--- config.mk ---
export PLATFORM = sky130hd
export DESIGN_NAME = tapc_axis
export DESIGN_NICKNAME = d
export VERILOG_FILES = /design/src/rtl/core/assert_macros.svh /design/src/rtl/core/tapc_pkg.sv /design/src/rtl/core/tapc_axis.sv
export SDC_FILE = /design/constraint.sdc
export NUM_CORES = 2
export LEC_CHECK = 0
export BUFFER_PORTS_ARGS = -buffer_cell sky130_fd_sc_hd__buf_4
export CAP_MARGIN = 20
export CORE_MARGIN = 5
export CORE_UTILIZATION = 60
export DETAILED_ROUTE_END_ITERATION = 8
export GPL_ROUTABILITY_DRIVEN = 0
export PLACE_DENSITY = 0.77
export SETUP_SLACK_MARGIN = 0.15
export SLEW_MARGIN = 0
export SYNTH_ARGS = -nofsm -noshare
export SYNTH_HDL_FRONTEND = slang
export SYNTH_SLANG_ARGS = --single-unit
--- constraint.sdc ---
create_clock -name clk -period 17.4 [get_ports clk]
set_clock_uncertainty 0.2 [all_clocks]
set_input_delay 2.61 -clock clk [delete_from_list [all_inputs] [get_ports clk]]
set_output_delay 2.61 -clock clk [all_outputs]
set_load 0.05 [all_outputs]
--- src/rtl/core/assert_macros.svh ---
// ----------------------------------------------------------------------------
// assert_macros.svh
// Assertion helpers for the two-axis PID core. Empty in synthesis builds.
// ----------------------------------------------------------------------------
`ifndef ASSERT_MACROS_SVH
`define ASSERT_MACROS_SVH

`ifndef SYNTH
// clocked check, disabled while reset is asserted
`define TAPC_ASSERT(label, clk, rst_n, prop) \
    label: assert property (@(posedge clk) disable iff (!rst_n) prop) \
        else $error("tapc assertion failed");
// clocked check that also holds during reset
`define TAPC_ASSERT_ALWAYS(label, clk, prop) \
    label: assert property (@(posedge clk) prop) \
        else $error("tapc assertion failed");
`else
`define TAPC_ASSERT(label, clk, rst_n, prop)
`define TAPC_ASSERT_ALWAYS(label, clk, prop)
`endif

`endif

--- src/rtl/core/tapc_pkg.sv ---
// ----------------------------------------------------------------------------
// tapc_pkg
// Shared types and constants of the two-axis PID core.
// ----------------------------------------------------------------------------
`default_nettype none

package tapc_pkg;

    localparam int DATA_W    = 16;
    localparam int ERR_W     = 17;
    localparam int DELTA_W   = 18;
    localparam int SUM_W     = 24;
    localparam int ACC_W     = 42;
    localparam int SHIFT     = 8;
    localparam int CFG_IDX_W = 4;

    // register indexes of the configuration port
    localparam logic [CFG_IDX_W-1:0] REG_TARGET_X     = 4'd0;
    localparam logic [CFG_IDX_W-1:0] REG_TARGET_Z     = 4'd1;
    localparam logic [CFG_IDX_W-1:0] REG_PROP_GAIN_X  = 4'd2;
    localparam logic [CFG_IDX_W-1:0] REG_DERIV_GAIN_X = 4'd3;
    localparam logic [CFG_IDX_W-1:0] REG_INTEG_GAIN_X = 4'd4;
    localparam logic [CFG_IDX_W-1:0] REG_PROP_GAIN_Z  = 4'd5;
    localparam logic [CFG_IDX_W-1:0] REG_DERIV_GAIN_Z = 4'd6;
    localparam logic [CFG_IDX_W-1:0] REG_INTEG_GAIN_Z = 4'd7;

    // error sum saturation bounds
    localparam logic signed [SUM_W-1:0] SUM_MAX = 24'sh7fffff;
    localparam logic signed [SUM_W-1:0] SUM_MIN = 24'sh800000;

    // output clamp, +-1.0 in Q14
    localparam logic signed [DATA_W-1:0] OUT_LIM   = 16'sd16384;
    localparam logic signed [DATA_W-1:0] OUT_LIM_N = -16'sd16384;

    // per-axis settings
    typedef struct packed {
        logic signed [DATA_W-1:0] target;
        logic signed [DATA_W-1:0] kp;
        logic signed [DATA_W-1:0] kd;
        logic signed [DATA_W-1:0] ki;
    } tapc_axis_cfg_t;

    // pipeline control from the top to each axis
    typedef struct packed {
        logic adv;   // all stages move one step
        logic upd;   // detected word leaves the input register: update state
    } tapc_ctrl_t;

endpackage

`default_nettype wire

--- src/rtl/core/tapc_axis.sv ---
// ----------------------------------------------------------------------------
// tapc_axis
// One PID axis: error and saturating sum, three gain products, then
// combine, floor shift by 8 and clamp to +-16384.
// ----------------------------------------------------------------------------
`default_nettype none

module tapc_axis
    import tapc_pkg::*;
(
    input  wire logic                     clk,
    input  wire logic                     rst_n,
    input  wire tapc_ctrl_t               ctrl,
    input  wire tapc_axis_cfg_t           cfg,
    input  wire logic signed [DATA_W-1:0] pos,
    output logic signed [DATA_W-1:0]      cmd
);

    // axis state
    logic signed [SUM_W-1:0]   sum_reg,  sum_next;
    logic signed [ERR_W-1:0]   prev_reg;

    // stage 2: error terms
    logic signed [ERR_W-1:0]   err_reg,   err_next;
    logic signed [DELTA_W-1:0] delta_reg, delta_next;
    logic signed [SUM_W-1:0]   isum_reg;

    // stage 3: products
    logic signed [32:0]        p_reg, p_next;
    logic signed [33:0]        d_reg, d_next;
    logic signed [39:0]        i_reg, i_next;

    logic signed [SUM_W:0]     sum_wide;
    logic signed [ACC_W-1:0]   acc;
    logic signed [ACC_W-SHIFT-1:0] acc_sh;

    // error, derivative difference and saturating sum
    always_comb
    begin
        err_next   = {pos[DATA_W-1], pos} - {cfg.target[DATA_W-1], cfg.target};
        delta_next = {prev_reg[ERR_W-1], prev_reg} - {err_next[ERR_W-1], err_next};
        sum_wide   = {sum_reg[SUM_W-1], sum_reg}
                   + {{(SUM_W-ERR_W+1){err_next[ERR_W-1]}}, err_next};
        if (sum_wide[SUM_W] != sum_wide[SUM_W-1])
        begin
            sum_next = sum_wide[SUM_W] ? SUM_MIN : SUM_MAX;
        end
        else
        begin
            sum_next = sum_wide[SUM_W-1:0];
        end
    end

    always_ff @(posedge clk or negedge rst_n)
    begin
        if (!rst_n)
        begin
            sum_reg  <= '0;
            prev_reg <= '0;
        end
        else if (ctrl.upd)
        begin
            sum_reg  <= sum_next;
            prev_reg <= err_next;
        end
    end

    always_ff @(posedge clk)
    begin
        if (ctrl.adv)
        begin
            err_reg   <= err_next;
            delta_reg <= delta_next;
            isum_reg  <= sum_next;
        end
    end

    // gain products
    assign p_next = cfg.kp * err_reg;
    assign d_next = cfg.kd * delta_reg;
    assign i_next = cfg.ki * isum_reg;

    always_ff @(posedge clk)
    begin
        if (ctrl.adv)
        begin
            p_reg <= p_next;
            d_reg <= d_next;
            i_reg <= i_next;
        end
    end

    // combine, floor shift, clamp
    always_comb
    begin
        acc = {{(ACC_W-33){p_reg[32]}}, p_reg}
            + {{(ACC_W-34){d_reg[33]}}, d_reg}
            + {{(ACC_W-40){i_reg[39]}}, i_reg};
        acc_sh = acc[ACC_W-1:SHIFT];
        if (acc_sh > OUT_LIM)
        begin
            cmd = OUT_LIM;
        end
        else if (acc_sh < OUT_LIM_N)
        begin
            cmd = OUT_LIM_N;
        end
        else
        begin
            cmd = acc_sh[DATA_W-1:0];
        end
    end

endmodule

`default_nettype wire

# Word-level counts from Yosys, hierarchy flattened

Index checks and enable logic that the tools add are counted.

Flip-flop bits (word level): 207
Bits of input ports: 84
Output and inout bits: 16
Word-level logic and storage cells: 23

Add/sub/neg operators: 5
$mul: 3
Magnitude comparators: 2
Equality and inequality tests: 1
Mux-type cells: 4

Operators with widths:

| kind                                                                               | count |
|---|---|
| 24-bit 2-to-1 mux                                                                  | 2 |
| 35-bit by 40-bit adder with 41-bit output                                          | 1 |
| 16-bit by 24-bit multiplier with 40-bit output                                     | 1 |
| 33-bit by 34-bit adder with 35-bit output                                          | 1 |
| 16-bit by 18-bit multiplier with 34-bit output                                     | 1 |
| 33-bit by 16-bit greater-than comparator with 1-bit output (second input constant) | 1 |
| 33-bit by 15-bit less-than comparator with 1-bit output (second input constant)    | 1 |
| 16-bit by 17-bit multiplier with 33-bit output                                     | 1 |
| 16-bit 2-to-1 mux                                                                  | 2 |
| 24-bit by 17-bit adder with 25-bit output                                          | 1 |
| 17-bit by 17-bit subtractor with 18-bit output                                     | 1 |
| 16-bit by 16-bit subtractor with 17-bit output                                     | 1 |
| 1-bit inequality test                                                              | 1 |

# Longest topological paths before layout

Depth in word-level cells: 5
Mapped depth: 27
Mapped depth without buffers: 27

# Worst setup path after synthesis

Ideal clock, no wire load.

Path type: input port to flip-flop
Start: input cfg[1] in the netlist's numbering
End: register i_reg[39], data pin
Library setup time: 0.182 ns
Data arrival time: 8.641 ns
Data required time: 17.018 ns
Path slack: 8.378 ns
Cell stages on the path: 23
Path buffers: 1
Cell sequence: clkbuf_1 -> nand2_1 -> fa_1 -> fa_1 -> fa_1 -> inv_1 -> fa_1 -> fa_1 -> inv_1 -> fa_1 -> inv_1 -> ha_1 -> a21o_1 -> a21oi_1 -> nand2b_1 -> a2111oi_0 -> nor4b_1 -> a2111oi_0 -> o21a_1 -> o21ai_1 -> a221oi_1 -> mux2i_1 -> nor4b_1

Longest elaborated chain between the ends: 1

Ends and longest elaborated chain:

| element                                        | line            | source |
|---|---|---|
| start, declared                                | tapc_axis.sv:14 | `input wire tapc_axis_cfg_t cfg,` |
| 16-bit by 24-bit multiplier with 40-bit output | tapc_axis.sv:81 | `assign i_next = cfg.ki * isum_reg;` |
| named net i_next[39]                           | tapc_axis.sv:31 | `logic signed [39:0] i_reg, i_next;` |
| end signal, assigned                           | tapc_axis.sv:89 | `i_reg <= i_next;` |
| end, declared                                  | tapc_axis.sv:31 |  |

The timed path passes the listed nets, and every way through them passes these cells.
A chain may end at the register's enable or synchronous reset.

# Worst setup path in the final report

Start: input cfg[15] in the netlist's numbering
End: register i_reg[39], data pin

Same word-level chain as after synthesis.

==> impl_metrics.json <==
{
  "crit_top_cell": "fa_1",
  "yosysSeqAreaShare_pct": 12.8,
  "ioPinCount": 100,
  "holdCritPathClass": "reg2reg",
  "grt_pass1_wl_microns": 190000,
  "setup-tns-final_ns": 0,
  "synth_cells": 4933,
  "vias": 33800,
  "synth_fp_nets": 6363,
  "syn_area_sq_mm": 0.0470,
  "worst_slew_pin_slew_ns": 1.16,
  "grt_max_degree": 98,
  "r2r-end": "i_reg[39]$_DFFE_PP_",
  "relSlewSlack_pct": 21.9,
  "gr-usage-all-layers_pct": 28.0,
  "slowest_stage": "inv_1",
  "min_path_cells": 1,
  "cts_resized": 0,
  "die_height_microns": 290,
  "ys_seq_elements": 207,
  "wirelength_microns": 116000,
  "max_freq_mhz": 108,
  "period_minus_slack_ns": 9.24,
  "finalHoldViolCount": 0,
  "r2r_slack_ns": 9.59,
  "cp-start-kind": "primary input",
  "fin_hold_ws_ns": 0.314,
  "root_buffer": "clkbuf_16",
  "worstPathArrival_ns": 9.37,
  "io_buffers": 99,
  "antenna_cells": 0,
  "worst_r2r_path_depth": 22,
  "largest_register_ffs": 40,
  "cpPeakStageDelay_ns": 0.57,
  "area_growth_pct": 5.05,
  "regToRegStartpoint": "isum_reg[12]$_DFFE_PP_",
  "die_x_microns": 290,
  "criticalPathCategory": "in2reg",
  "postCtsSetupBuffers": 0,
  "drc": 0,
  "synthDistinctLibCells": 84,
  "nets": 6354,
  "fin_crit_sh_pct": 53.1,
  "hpwl_microns": 92200,
  "initial_core_util_pct": 60.6,
  "drv_slew": 0,
  "worstSetupStartpoint": "cfg[15]",
  "clk_pin_slew_ns": 0.06,
  "fillers": 6302,
  "crit_chain": "buf_4, inv_1, nor2_1, fa_1, fa_1, fa_1, fa_1, fa_1, inv_1, fa_1, inv_1, ha_1, a21o_1, a21oi_1, nand2b_1, a2111oi_0, nor4b_1, a2111oi_0, o21a_1, o21ai_1, a221oi_1, mux2i_1, nor4b_1",
  "async_flop_share_pct": 19.8,
  "worst_slack_ns": 8.16,
  "grt_overflow": 0,
  "yosys_warnings": 0,
  "numCtsBuffers": 23,
  "insertion_delay_ns": 0.53,
  "holdCritStartpoint": "prev_reg[3]$_DFFE_PN0P_",
  "cts_tree": "done",
  "syn_avg_cell_area_sq_um": 9.54,
  "ctsHoldBuffers": 0,
  "synth_area_leaders": "fa_1 (42%), edfxtp_1 (11%), ha_1 (9.7%)",
  "dp.cells": 5939,
  "drive_above_1_share_pct": 4.78,
  "rsz0062_at_grt": "false",
  "firstDrtPassIters": 5,
  "synth_ff_type": "edfxtp_1",
  "min_to": "prev_reg[3]$_DFFE_PN0P_",
  "cp_max_fo": 20,
  "antenna_found_initial": 7,
  "seq_area_sq_mm": 0.00601,
  "yosysTopAreaCell": "fa_1",
  "multi_input_area_sq_mm": 0.0361,
  "stdcell_count": 5981,
  "crit_required_ns": 17.52,
  "clock-sinks": 207,
  "wl_per_cell_microns": 19.4,
  "drv_cap": 0,
  "cts-htree-levels": 1,
  "cts_buffer_depth": 3,
  "cp_top_family": "adder cells",
  "core_area_sq_mm": 0.0776,
  "viasPerCell": 5.66,
  "setup_viol": 0,
  "place_ws_ns": 7.71,
  "end_kind": "flip-flop",
  "synth_edf_count": 166,
  "die_area_sq_mm": 0.0841,
  "synth_top_area_share_pct": 41.8,
  "ant_nets": 0,
  "status": "complete, no violations",
  "grt_pass1_vias": 36400,
  "path_buf_inv": 4,
  "first_iter_violations": 2798,
  "num_rows": 102
}
==> synth_stat cells, types with 4 or more instances <==
master / instances
o41ai_1: 5
nor3_1: 28
a21oi_2: 8
and4_1: 7
o211ai_1: 12
edfxtp_1: 166
a31oi_1: 17
a31o_2: 5
a21oi_1: 160
a211oi_1: 24
nor4b_1: 4
ha_1: 364
nor4_1: 13
nand3_1: 37
mux2_2: 36
or2_2: 6
o311ai_0: 5
a2111oi_0: 5
clkbuf_1: 148
and2_1: 360
xnor2_1: 126
nand2_1: 608
nand4_1: 15
xor2_1: 57
fa_1: 982
o221ai_1: 5
a21o_1: 53
a41oi_1: 4
dfrtp_1: 41
o21bai_1: 25
nand2b_1: 36
o31ai_1: 9
inv_1: 1155
or3_1: 12
o21a_1: 22
nor2_1: 160
and3_1: 19
or4_1: 4
mux2i_1: 4
nor2b_1: 14
a21boi_2: 5
a211o_1: 4
a21boi_0: 8
o2111ai_1: 6
o21ai_0: 89
==> final cells by class <==
type / count / share of cell area (%)
Tap cell: 1040 / 2.63
Sequential cell: 207 / 12.2
Clock buffer: 25 / 1.18
Clock inverter: 17 / 0.360
Multi-Input combinational cell: 3417 / 73.1
Timing Repair Buffer: 120 / 1.83
Inverter: 1155 / 8.77
==> cell families (layout without fill, tap and decap cells) <==
family | after synthesis | count (layout) | share of synthesized area [%]
AO/OA/AOI/OAI | 511 | 511 | 7.23
XOR/XNOR | 183 | 183 | 3.41
adder cells (fa/ha/maj) | 1346 | 1346 | 51.5
buffers and inverters | 1309 | 1317 | 10.5
flip-flops | 207 | 207 | 12.8
multiplexers | 40 | 40 | 0.947
AND/OR/NAND/NOR | 1337 | 1337 | 13.7
==> worst reg2reg max path, cell delays in order, from the launching register on <==
cell and delay [ns]:
edfxtp_1 1.00, nand2_1 0.20, fa_1 0.54, fa_1 0.53
fa_1 0.52, inv_1 0.05, fa_1 0.49, fa_1 0.49
inv_1 0.05, fa_1 0.51, inv_1 0.05, ha_1 0.32
nand2_1 0.08, o21ai_0 0.46, a21oi_1 0.18, o41ai_2 0.13
o211ai_1 0.22, a2111oi_0 0.42, o21a_1 0.18, o21ai_1 0.10
a221oi_1 0.43, mux2i_1 0.13, nor4b_1 0.34
==> worst max path at each step <==
stage | cells after the start | end | slack, ns
2_1_floorplan | 23 | i_reg[39]$_DFFE_PP_ | 8.38
6_report | 23 | i_reg[39]$_DFFE_PP_ | 8.16
5_1_grt | 23 | i_reg[39]$_DFFE_PP_ | 7.68
3_3_place_gp | 23 | i_reg[39]$_DFFE_PP_ | 7.78
3_5_place_dp | 23 | i_reg[39]$_DFFE_PP_ | 7.71
4_1_cts | 23 | i_reg[39]$_DFFE_PP_ | 8.24
==> layer usage <==
| metal | up-vias | track usage, % | part of all wire, % |
|---|---|---|---|
| met1 | 17100 | 37.3 | 39 |
| li1 | 15000 | - | - |
| met5 | - | 0 | 0.025 |
| met4 | 4 | 9.66 | 4.4 |
| met2 | 1379 | 47.9 | 49 |
| met3 | 298 | 3.78 | 7.5 |
==> stage by stage <==
step	utilization (%)	cell area, sq um
global placement	62.7	48700
finish	63.7	49400
floorplan	-	47000
CTS	63.7	49400
detailed placement	62.7	48700
global route	63.7	49400
==> layout by cell type (no fill, tap or decap), drive strengths merged, types with 53 or more instances in the layout <==
master / instances
a21o: 53
a21oi: 168
and2: 360
buf: 120
edfxtp: 166
fa: 982
ha: 364
inv: 1156
nand2: 608
nor2: 161
o21ai: 91
xnor2: 126
xor2: 57
Power is left out: the tool's default activity adds up to more than one toggle a clock period on the data nets, which glitch-free logic cannot reach.
